### config.mk
export PLATFORM = sky130hd
export DESIGN_NAME = astar_dist
export DESIGN_NICKNAME = d
export VERILOG_FILES = /design/src/sv/astar_pkg.sv /design/src/sv/astar_dist.sv
export SDC_FILE = /design/constraint.sdc
export NUM_CORES = 1
export LEC_CHECK = 0
export BUFFER_PORTS_ARGS = -buffer_cell sky130_fd_sc_hd__buf_2
export CAP_MARGIN = 10
export CORE_MARGIN = 2
export CORE_UTILIZATION = 60
export DETAILED_ROUTE_END_ITERATION = 6
export GPL_TIMING_DRIVEN = 0
export PLACE_DENSITY_LB_ADDON = 0.08
export SLEW_MARGIN = 20
export SYNTH_ARGS = -nofsm -noshare
export SYNTH_HDL_FRONTEND = slang
export SYNTH_SLANG_ARGS = --single-unit
### constraint.sdc
create_clock -name clk -period 23.3 [get_ports clk]
set_input_delay 4.66 -clock clk [delete_from_list [all_inputs] [get_ports clk]]
set_output_delay 4.66 -clock clk [all_outputs]
set_load 0.02 [all_outputs]
### src/sv/astar_pkg.sv
// Shared constants, codes, types and helpers for the A* path search block.
`timescale 1ns / 1ps

package astar_pkg;

	localparam int NODES      = 256;
	localparam int NODE_W     = 8;
	localparam int MAX_DEGREE = 8;
	localparam int SLOT_W     = 3;
	localparam int NB_AW      = NODE_W + SLOT_W;
	localparam int OPEN_DEPTH = 1024;
	localparam int HEAP_AW    = 10;
	localparam int HEAP_CW    = HEAP_AW + 1;
	localparam int MAX_PATH   = 64;
	localparam int PATH_AW    = 6;
	localparam int PATH_LW    = PATH_AW + 1;
	localparam int COORD_W    = 16;
	localparam int SCORE_W    = 24;
	localparam int DIST_W     = 17;
	localparam int SQ_W       = 2 * (COORD_W + 1);
	localparam int KEY_W      = SCORE_W + NODE_W;
	localparam int CNT_W      = 9;

	localparam logic [SCORE_W-1:0] SCORE_MAX = {SCORE_W{1'b1}};

	localparam logic [1:0] MODE_COORD = 2'd0;
	localparam logic [1:0] MODE_NBR   = 2'd1;
	localparam logic [1:0] MODE_BLOCK = 2'd2;
	localparam logic [1:0] MODE_FIND  = 2'd3;

	localparam logic [2:0] STATUS_OK        = 3'd0;
	localparam logic [2:0] STATUS_NO_PATH   = 3'd1;
	localparam logic [2:0] STATUS_OVERFLOW  = 3'd2;
	localparam logic [2:0] STATUS_TOO_LONG  = 3'd3;
	localparam logic [2:0] STATUS_BAD_INDEX = 3'd4;

	typedef struct packed {
		logic             push;
		logic             pop;
		logic             clear;
		logic [KEY_W-1:0] key;
	} heap_req_t;

	typedef struct packed {
		logic             done;
		logic             full;
		logic             empty;
		logic [KEY_W-1:0] top;
	} heap_rsp_t;

	function automatic logic [SCORE_W-1:0] sat_add(input logic [SCORE_W-1:0] a,
		input logic [SCORE_W-1:0] b);
		logic [SCORE_W:0] s;
		s = {1'b0, a} + {1'b0, b};
		return s[SCORE_W] ? SCORE_MAX : s[SCORE_W-1:0];
	endfunction

endpackage

### src/sv/astar_dist.sv
// Euclidean distance unit: one shared squarer and a bit-pair integer square root.
`timescale 1ns / 1ps

module astar_dist import astar_pkg::*; (
	input  logic                      clk,
	input  logic                      arst_n,
	input  logic                      start,
	input  logic signed [COORD_W-1:0] ax,
	input  logic signed [COORD_W-1:0] ay,
	input  logic signed [COORD_W-1:0] bx,
	input  logic signed [COORD_W-1:0] by,
	output logic                      done,
	output logic [DIST_W-1:0]         step_len
);

	localparam logic [2:0] D_IDLE = 3'd0;
	localparam logic [2:0] D_MX   = 3'd1;
	localparam logic [2:0] D_MY   = 3'd2;
	localparam logic [2:0] D_ADD  = 3'd3;
	localparam logic [2:0] D_ROOT = 3'd4;
	localparam logic [4:0] ROOT_STEPS = 5'(SQ_W / 2);

	logic [2:0]               state_q;
	logic signed [COORD_W:0]  dx_q, dy_q;
	logic signed [COORD_W:0]  mul_op;
	logic signed [SQ_W-1:0]   sq;
	logic [SQ_W-1:0]          prod_q, acc_q, v_q, r_q, bit_q;
	logic [SQ_W:0]            rb;
	logic [4:0]               iter_q;
	logic                     done_q;

	// The single multiplier squares dx, then dy, in consecutive cycles.
	assign mul_op = (state_q == D_MX) ? dx_q : dy_q;
	assign sq     = mul_op * mul_op;
	assign rb     = {1'b0, r_q} + {1'b0, bit_q};

	always_ff @(posedge clk or negedge arst_n) begin
		if (!arst_n) begin
			state_q <= D_IDLE;
			done_q  <= 1'b0;
			iter_q  <= '0;
			dx_q    <= '0;
			dy_q    <= '0;
			prod_q  <= '0;
			acc_q   <= '0;
			v_q     <= '0;
			r_q     <= '0;
			bit_q   <= '0;
		end else begin
			done_q <= 1'b0;
			case (state_q)
				D_IDLE: begin
					if (start) begin
						dx_q    <= {bx[COORD_W-1], bx} - {ax[COORD_W-1], ax};
						dy_q    <= {by[COORD_W-1], by} - {ay[COORD_W-1], ay};
						state_q <= D_MX;
					end
				end
				D_MX: begin
					prod_q  <= $unsigned(sq);
					state_q <= D_MY;
				end
				D_MY: begin
					acc_q   <= prod_q;
					prod_q  <= $unsigned(sq);
					state_q <= D_ADD;
				end
				D_ADD: begin
					v_q     <= acc_q + prod_q;
					r_q     <= '0;
					bit_q   <= SQ_W'(1) << (SQ_W - 2);
					iter_q  <= ROOT_STEPS;
					state_q <= D_ROOT;
				end
				D_ROOT: begin
					if ({1'b0, v_q} >= rb) begin
						v_q <= v_q - rb[SQ_W-1:0];
						r_q <= (r_q >> 1) + bit_q;
					end else begin
						r_q <= r_q >> 1;
					end
					bit_q  <= bit_q >> 2;
					iter_q <= iter_q - 5'd1;
					if (iter_q == 5'd1) begin
						done_q  <= 1'b1;
						state_q <= D_IDLE;
					end
				end
				default: state_q <= D_IDLE;
			endcase
		end
	end

	assign done     = done_q;
	assign step_len = r_q[DIST_W-1:0];

endmodule

==> results.py, run 1 <==
metrics = {
    "floorplan": {
        "die_w_um": 205.2,
        "ios": 85,
        "dieArea_um2": 42110,
        "core.rowCount": 73,
        "die_h_um": 205.2,
        "core_um2": 39820,
        "initial_core_util": 0.6099,
    },
    "global_route": {
        "grt.total_usage": 0.3228,
        "grt_pass1_wl_mm": 105.2,
        "antenna_found_initial": 0,
        "grt_pass1_vias": 20131,
        "grt_max_degree": 85,
        "overflow": 0,
    },
    "sta": {
        "setup_ws_ps": 12730,
        "setup_violations": 0,
        "post-route-period-util": 0.4535,
        "clock_skew_ps": 14.92,
        "setup_tns_ps": 0,
        "final_hold_viol_count": 0,
        "fmax_mhz": 94.63,
        "relSlewSlack": 0.1776,
        "maxSlewViolCount": 0,
        "worst_slew_pin_slew_ps": 1199,
        "rsz0062_at_grt": "false",
        "period_minus_slack_ps": 10570,
    },
    "setup_path": {
        "cp.required_ps": 23640,
        "path_max_fanout": 10,
        "crit_type": "register to register",
        "cp-start-kind": "register",
        "crit_slowest_cell": "mux2i_1",
        "slowest_delay_ps": 1010,
        "end_kind": "register",
        "r2r_setup_slack_ps": 12730,
        "arrival_ps": 10910,
    },
    "synthesis": {
        "synth.area.top_cells": "fa_1, dfrtp_1, ha_1, inv_1, nand2_1",
        "synth_edf_count": 0,
        "yosysSeqAreaShare": 0.1999,
        "syn_inst": 2667,
        "syn_area_um2": 24290,
        "yosysTopAreaCellShare": 0.2225,
        "synth_area_leader_cell": "fa_1",
        "synth_nets": 3227,
        "syn_area_per_cell_um2": 9.107,
        "synthArstFlopShare": 1.000,
        "synth.cells.most_frequent": "inv_1, fa_1, nand2_1",
        "synth_ff_type": "dfrtp_1",
        "yosysMostFrequentCell": "inv_1",
        "ys_ff_latch": 194,
        "yosysUniqueCellTypes": 83,
        "yosysWarningCount": 0,
    },
    "cts": {
        "clkSinkCount": 194,
        "cts_hold_buf": 0,
        "cts_made_buffers": 17,
        "clock_latency_ps": 480,
        "cts_setup_buffers": 0,
        "cts_tree": "yes",
        "clk_pin_slew_ps": 80,
        "clockRootBuffer": "clkbuf_16",
        "cts_buffer_depth": 2,
        "ctsResizeCount": 0,
        "htree_levels": 4,
    },
    "finish": {
        "area_growth_syn_to_layout_pct": 7.273,
        "antennaDiodeCount": 0,
        "final_nets": 3332,
        "fillCellCount": 3440,
        "drive_above_1_share": 0.09192,
    },
    "detailed_routing": {
        "via_per_inst": 5.885,
        "drtPass1Iterations": 5,
        "drc": 0,
        "drt_first_iter_violations": 1647,
        "met2_length_mm": 31.86,
        "wirelength_met1_mm": 26.71,
        "final_antenna_net_count": 0,
        "dr_wl_met3_mm": 3.663,
        "drt-wirelength-per-cell_um": 19.58,
        "via_count": 19481,
        "wirelength_mm": 64.80,
        "dr.max_layer_used": "met4",
    },
    "hold_path": {
        "min_path_type": "register to register",
    },
    "placed_design": {
        "port_buffers": 84,
        "place_worst_setup_slack_ps": 12870,
        "post-dp-hpwl_mm": 52.13,
        "gp_congestion": 0.9708,
    },
    "flow_run": {
        "cap_violations": 0,
    },
    "run_status": {
        "status": "complete, no violations",
    },
}
registers in the layout, summed over array words and instances, names as in the netlist:
signal and flops:
iter_q 5, bit_q 17, dx_q 17, v_q 34, acc_q 33, done 1
prod_q 33, dy_q 17, state_q 3, r_q 34
stage by stage:
step	cell area, um2	hold slack, ps	utilization	cells
after floorplan	24290	442.9	-	2667
after global placement	25370	457.8	0.6370	3276
after detailed placement	25440	465.9	0.6389	3278
after CTS	26060	482.6	0.6543	3310
after global routing	26060	490.0	0.6543	3310
final	26060	478.5	0.6543	3310
final timing paths:
check                           startpoint    endpoint  cells past startpoint
worst max-delay path            state_q[2]  prod_q[33]                     28
worst min-delay path              dy_q[12]    dy_q[12]                      2
worst min register to register    dy_q[12]    dy_q[12]                      2
max in group asynchronous           arst_n  prod_q[26]                      2
min in group asynchronous           arst_n     r_q[32]                      1
worst max register to register  state_q[2]  prod_q[33]                     28
area by class of cell:
class,count,area (um2),area share
clock buffers,21,470.5,0.01806
plain buffers,104,500.5,0.01921
well taps,525,656.9,0.02521
inverters,413,1550,0.05950
repair buffers,86,485.5,0.01863
clock inverters,11,142.6,0.005474
flip-flops and latches,194,4855,0.1863
multi-input cells,1956,17400,0.6676
critical path: cells and delay by family, from the launching register on:
kind                       cells  cell delay [ps]
adders and majority gates      7             3360
AOI/OAI and AO/OA              8             2340
buffers and inverters          8             1530
and+or+nand+nor                3             1530
muxes                          1             1010
DFF                            1              460
xor gates and xnor gates       1              170
layer usage:
layer | vias up | global-route usage
li1 | 9143 | -
met1 | 9614 | 0.4028
met2 | 584 | 0.5579
met3 | 140 | 0.05480
met4 | 0 | 0.1303
met5 | - | 0
kinds of logic after synthesis:
group           after synthesis  share of synthesized area
simple gates                677                     0.1255
mux                          87                    0.04399
xor+xnor                    166                    0.05986
flops                       194                     0.1999
fa+ha+maj                   493                     0.3374
buf+inv                     517                    0.08443
compound gates              533                     0.1490
cell usage in the layout (no fill, tap or decap), types with 13 or more instances in the layout:
master,instances
a2111o_1,15
a211o_1,13
a211oi_1,18
a21o_1,36
a21oi_1,119
a22o_1,17
a31oi_1,32
a32oi_1,15
and3_1,17
buf_2,86
buf_4,20
clkbuf_1,72
clkbuf_16,17
dfrtp_1,194
fa_1,270
ha_1,223
inv_1,407
mux2_2,46
mux2_4,28
nand2_1,252
nand2b_1,14
nand3_1,58
nand4_1,38
nor2_1,197
nor2b_1,23
nor3_1,29
o21a_1,15
o21ai_0,124
o21bai_1,13
o31ai_1,25
xnor2_1,88
xor2_1,78
Power of run 1 is not shown: default switching activity piles up to over one toggle a cycle in this logic, so the estimate is an artifact.
==> inputs of run 2 (changes only) <==
CORE_UTILIZATION = 59   (was 60)
clock period = 8.7 ns   (was 23.3 ns; I/O delays follow)
==> results.py, run 2 (synthesis results as in run 1) <==
metrics = {
    "run_status": {
        "status": "complete, no violations",
    },
    "finish": {
        "mostFrequentLayoutCells": "inv_1, fa_1, nand2_1",
        "layout_commonest_cell": "inv_1",
        "antennaDiodeCount": 0,
        "final_area_um2": 26260,
        "area_growth_syn_to_layout_pct": 8.128,
        "final_nets": 3335,
        "drive_above_1_share": 0.1037,
        "biggestRegsByFlops": "r_q x34, v_q x34",
    },
    "placed_design": {
        "place_area_um2": 25460,
        "post-dp-hpwl_mm": 52.15,
        "place_worst_setup_slack_ps": -1647,
        "port_buffers": 84,
        "gp_congestion": 0.9298,
    },
    "floorplan": {
        "ios": 85,
        "dieArea_um2": 42810,
        "die_w_um": 206.9,
        "die_h_um": 206.9,
        "core.rowCount": 74,
        "initial_core_util": 0.5962,
        "core_um2": 40740,
    },
    "hold_path": {
        "min_path_type": "register to register",
    },
    "sta": {
        "setup_ws_ps": 247.4,
        "final_hold_viol_count": 0,
        "fmax_mhz": 118.3,
        "relSlewSlack": 0.3619,
        "setup_violations": 0,
        "post-route-period-util": 0.9716,
        "clock_skew_ps": 22.90,
        "maxSlewViolCount": 0,
        "worst_slew_pin_slew_ps": 949.1,
        "period_minus_slack_ps": 8453,
    },
    "detailed_routing": {
        "via_per_inst": 5.894,
        "wirelength_mm": 65.00,
        "drt_first_iter_violations": 1415,
        "drt-wirelength-per-cell_um": 19.58,
        "via_count": 19569,
        "drc": 0,
        "final_antenna_net_count": 0,
        "drtPass1Iterations": 5,
    },
    "setup_path": {
        "crit_type": "register to register",
        "end_kind": "register",
        "path_max_fanout": 10,
        "arrival_ps": 8800,
        "r2r_setup_slack_ps": 250,
        "cp-start-kind": "register",
        "cp.required_ps": 9050,
    },
    "cts": {
        "clockRootBuffer": "clkbuf_16",
        "htree_levels": 4,
        "cts_tree": "yes",
        "cts_made_buffers": 17,
        "cts_buffer_depth": 2,
        "clock_latency_ps": 490,
        "clk_pin_slew_ps": 90,
        "clkSinkCount": 194,
    },
    "global_route": {
        "grt_pass1_vias": 20210,
        "overflow": 0,
        "grt_pass1_wl_mm": 105.1,
        "antenna_found_initial": 0,
        "grt_max_degree": 95,
        "grt.total_usage": 0.3176,
    },
    "flow_run": {
        "cap_violations": 0,
    },
}
[run 2: cell count changes in the layout (fill, tap and decap cells not counted), sizes merged]
cell      delta
clkbuf       -8
clkinvlp     +4
buf          +8
bufinv       -1
[run 2: path summary, 6_finish.rpt]
check,start,end,cells after the start
worst min register to register,dy_q[12],dy_q[12],2
worst max register to register,state_q[2],prod_q[33],25
min in group asynchronous,arst_n,bit_q[10],1
max in group asynchronous,arst_n,prod_q[27],2
worst min-delay path,dy_q[12],dy_q[12],2
worst max-delay path,state_q[2],prod_q[33],25
[run 2: area by class of cell]
cell class	instances	area (um2)
Multi-Input combinational cell	1956	17520
Sequential cell	194	4855
Inverter	413	1575
Clock buffer	18	429.2
Clock inverter	14	165.2
Timing Repair Buffer	94	545.5
Buffer	99	509.2
Fill cell	3462	14480
Tap cell	532	665.6
[run 2: per-layer routing]
metal / part of all wire / track usage
met5: 0 / 0
met4: 0.042 / 0.1393
met3: 0.048 / 0.03830
met2: 0.49 / 0.5427
met1: 0.42 / 0.4070
[run 2: repair_timing]
item                       4_1_cts  5_1_grt
pin swaps                        1        2
hold buffers                     0        0
gates resized for setup         22       23
buffers inserted                 1        7
setup endpoints to repair       19        2
cloned                           0        0
[run 2: through the flow]
step                        util  hold WS [ps]  std cells  TNS [ps]
final                     0.6447         480.1       3320         0
after global routing      0.6447         517.7       3320    -55.20
after CTS                 0.6419         484.5       3314         0
after detailed placement  0.6248         467.2       3285    -14330
after global placement    0.6229         458.3       3283    -12990
after floorplan                -         442.9       2667         0
[run 2: worst max-delay path, cell delays in order (launching register included)]
cell and delay, ps:
dfrtp_1 480, nor3b_4 290, buf_8 240, mux2i_4 600, clkinvlp_4 470, nand2_1 250, fa_1 460, fa_1 480
fa_1 540, inv_1 50, fa_1 530, fa_1 500, inv_1 50, fa_1 480, inv_1 40, ha_1 320
and3_1 250, a221o_1 340, or3b_2 210, o311ai_1 190, o41ai_2 430, o21ai_0 160, or4_1 430, a31oi_1 250
xnor2_1 160, o21ai_1 80
Power of run 2 is left out for the same reason.
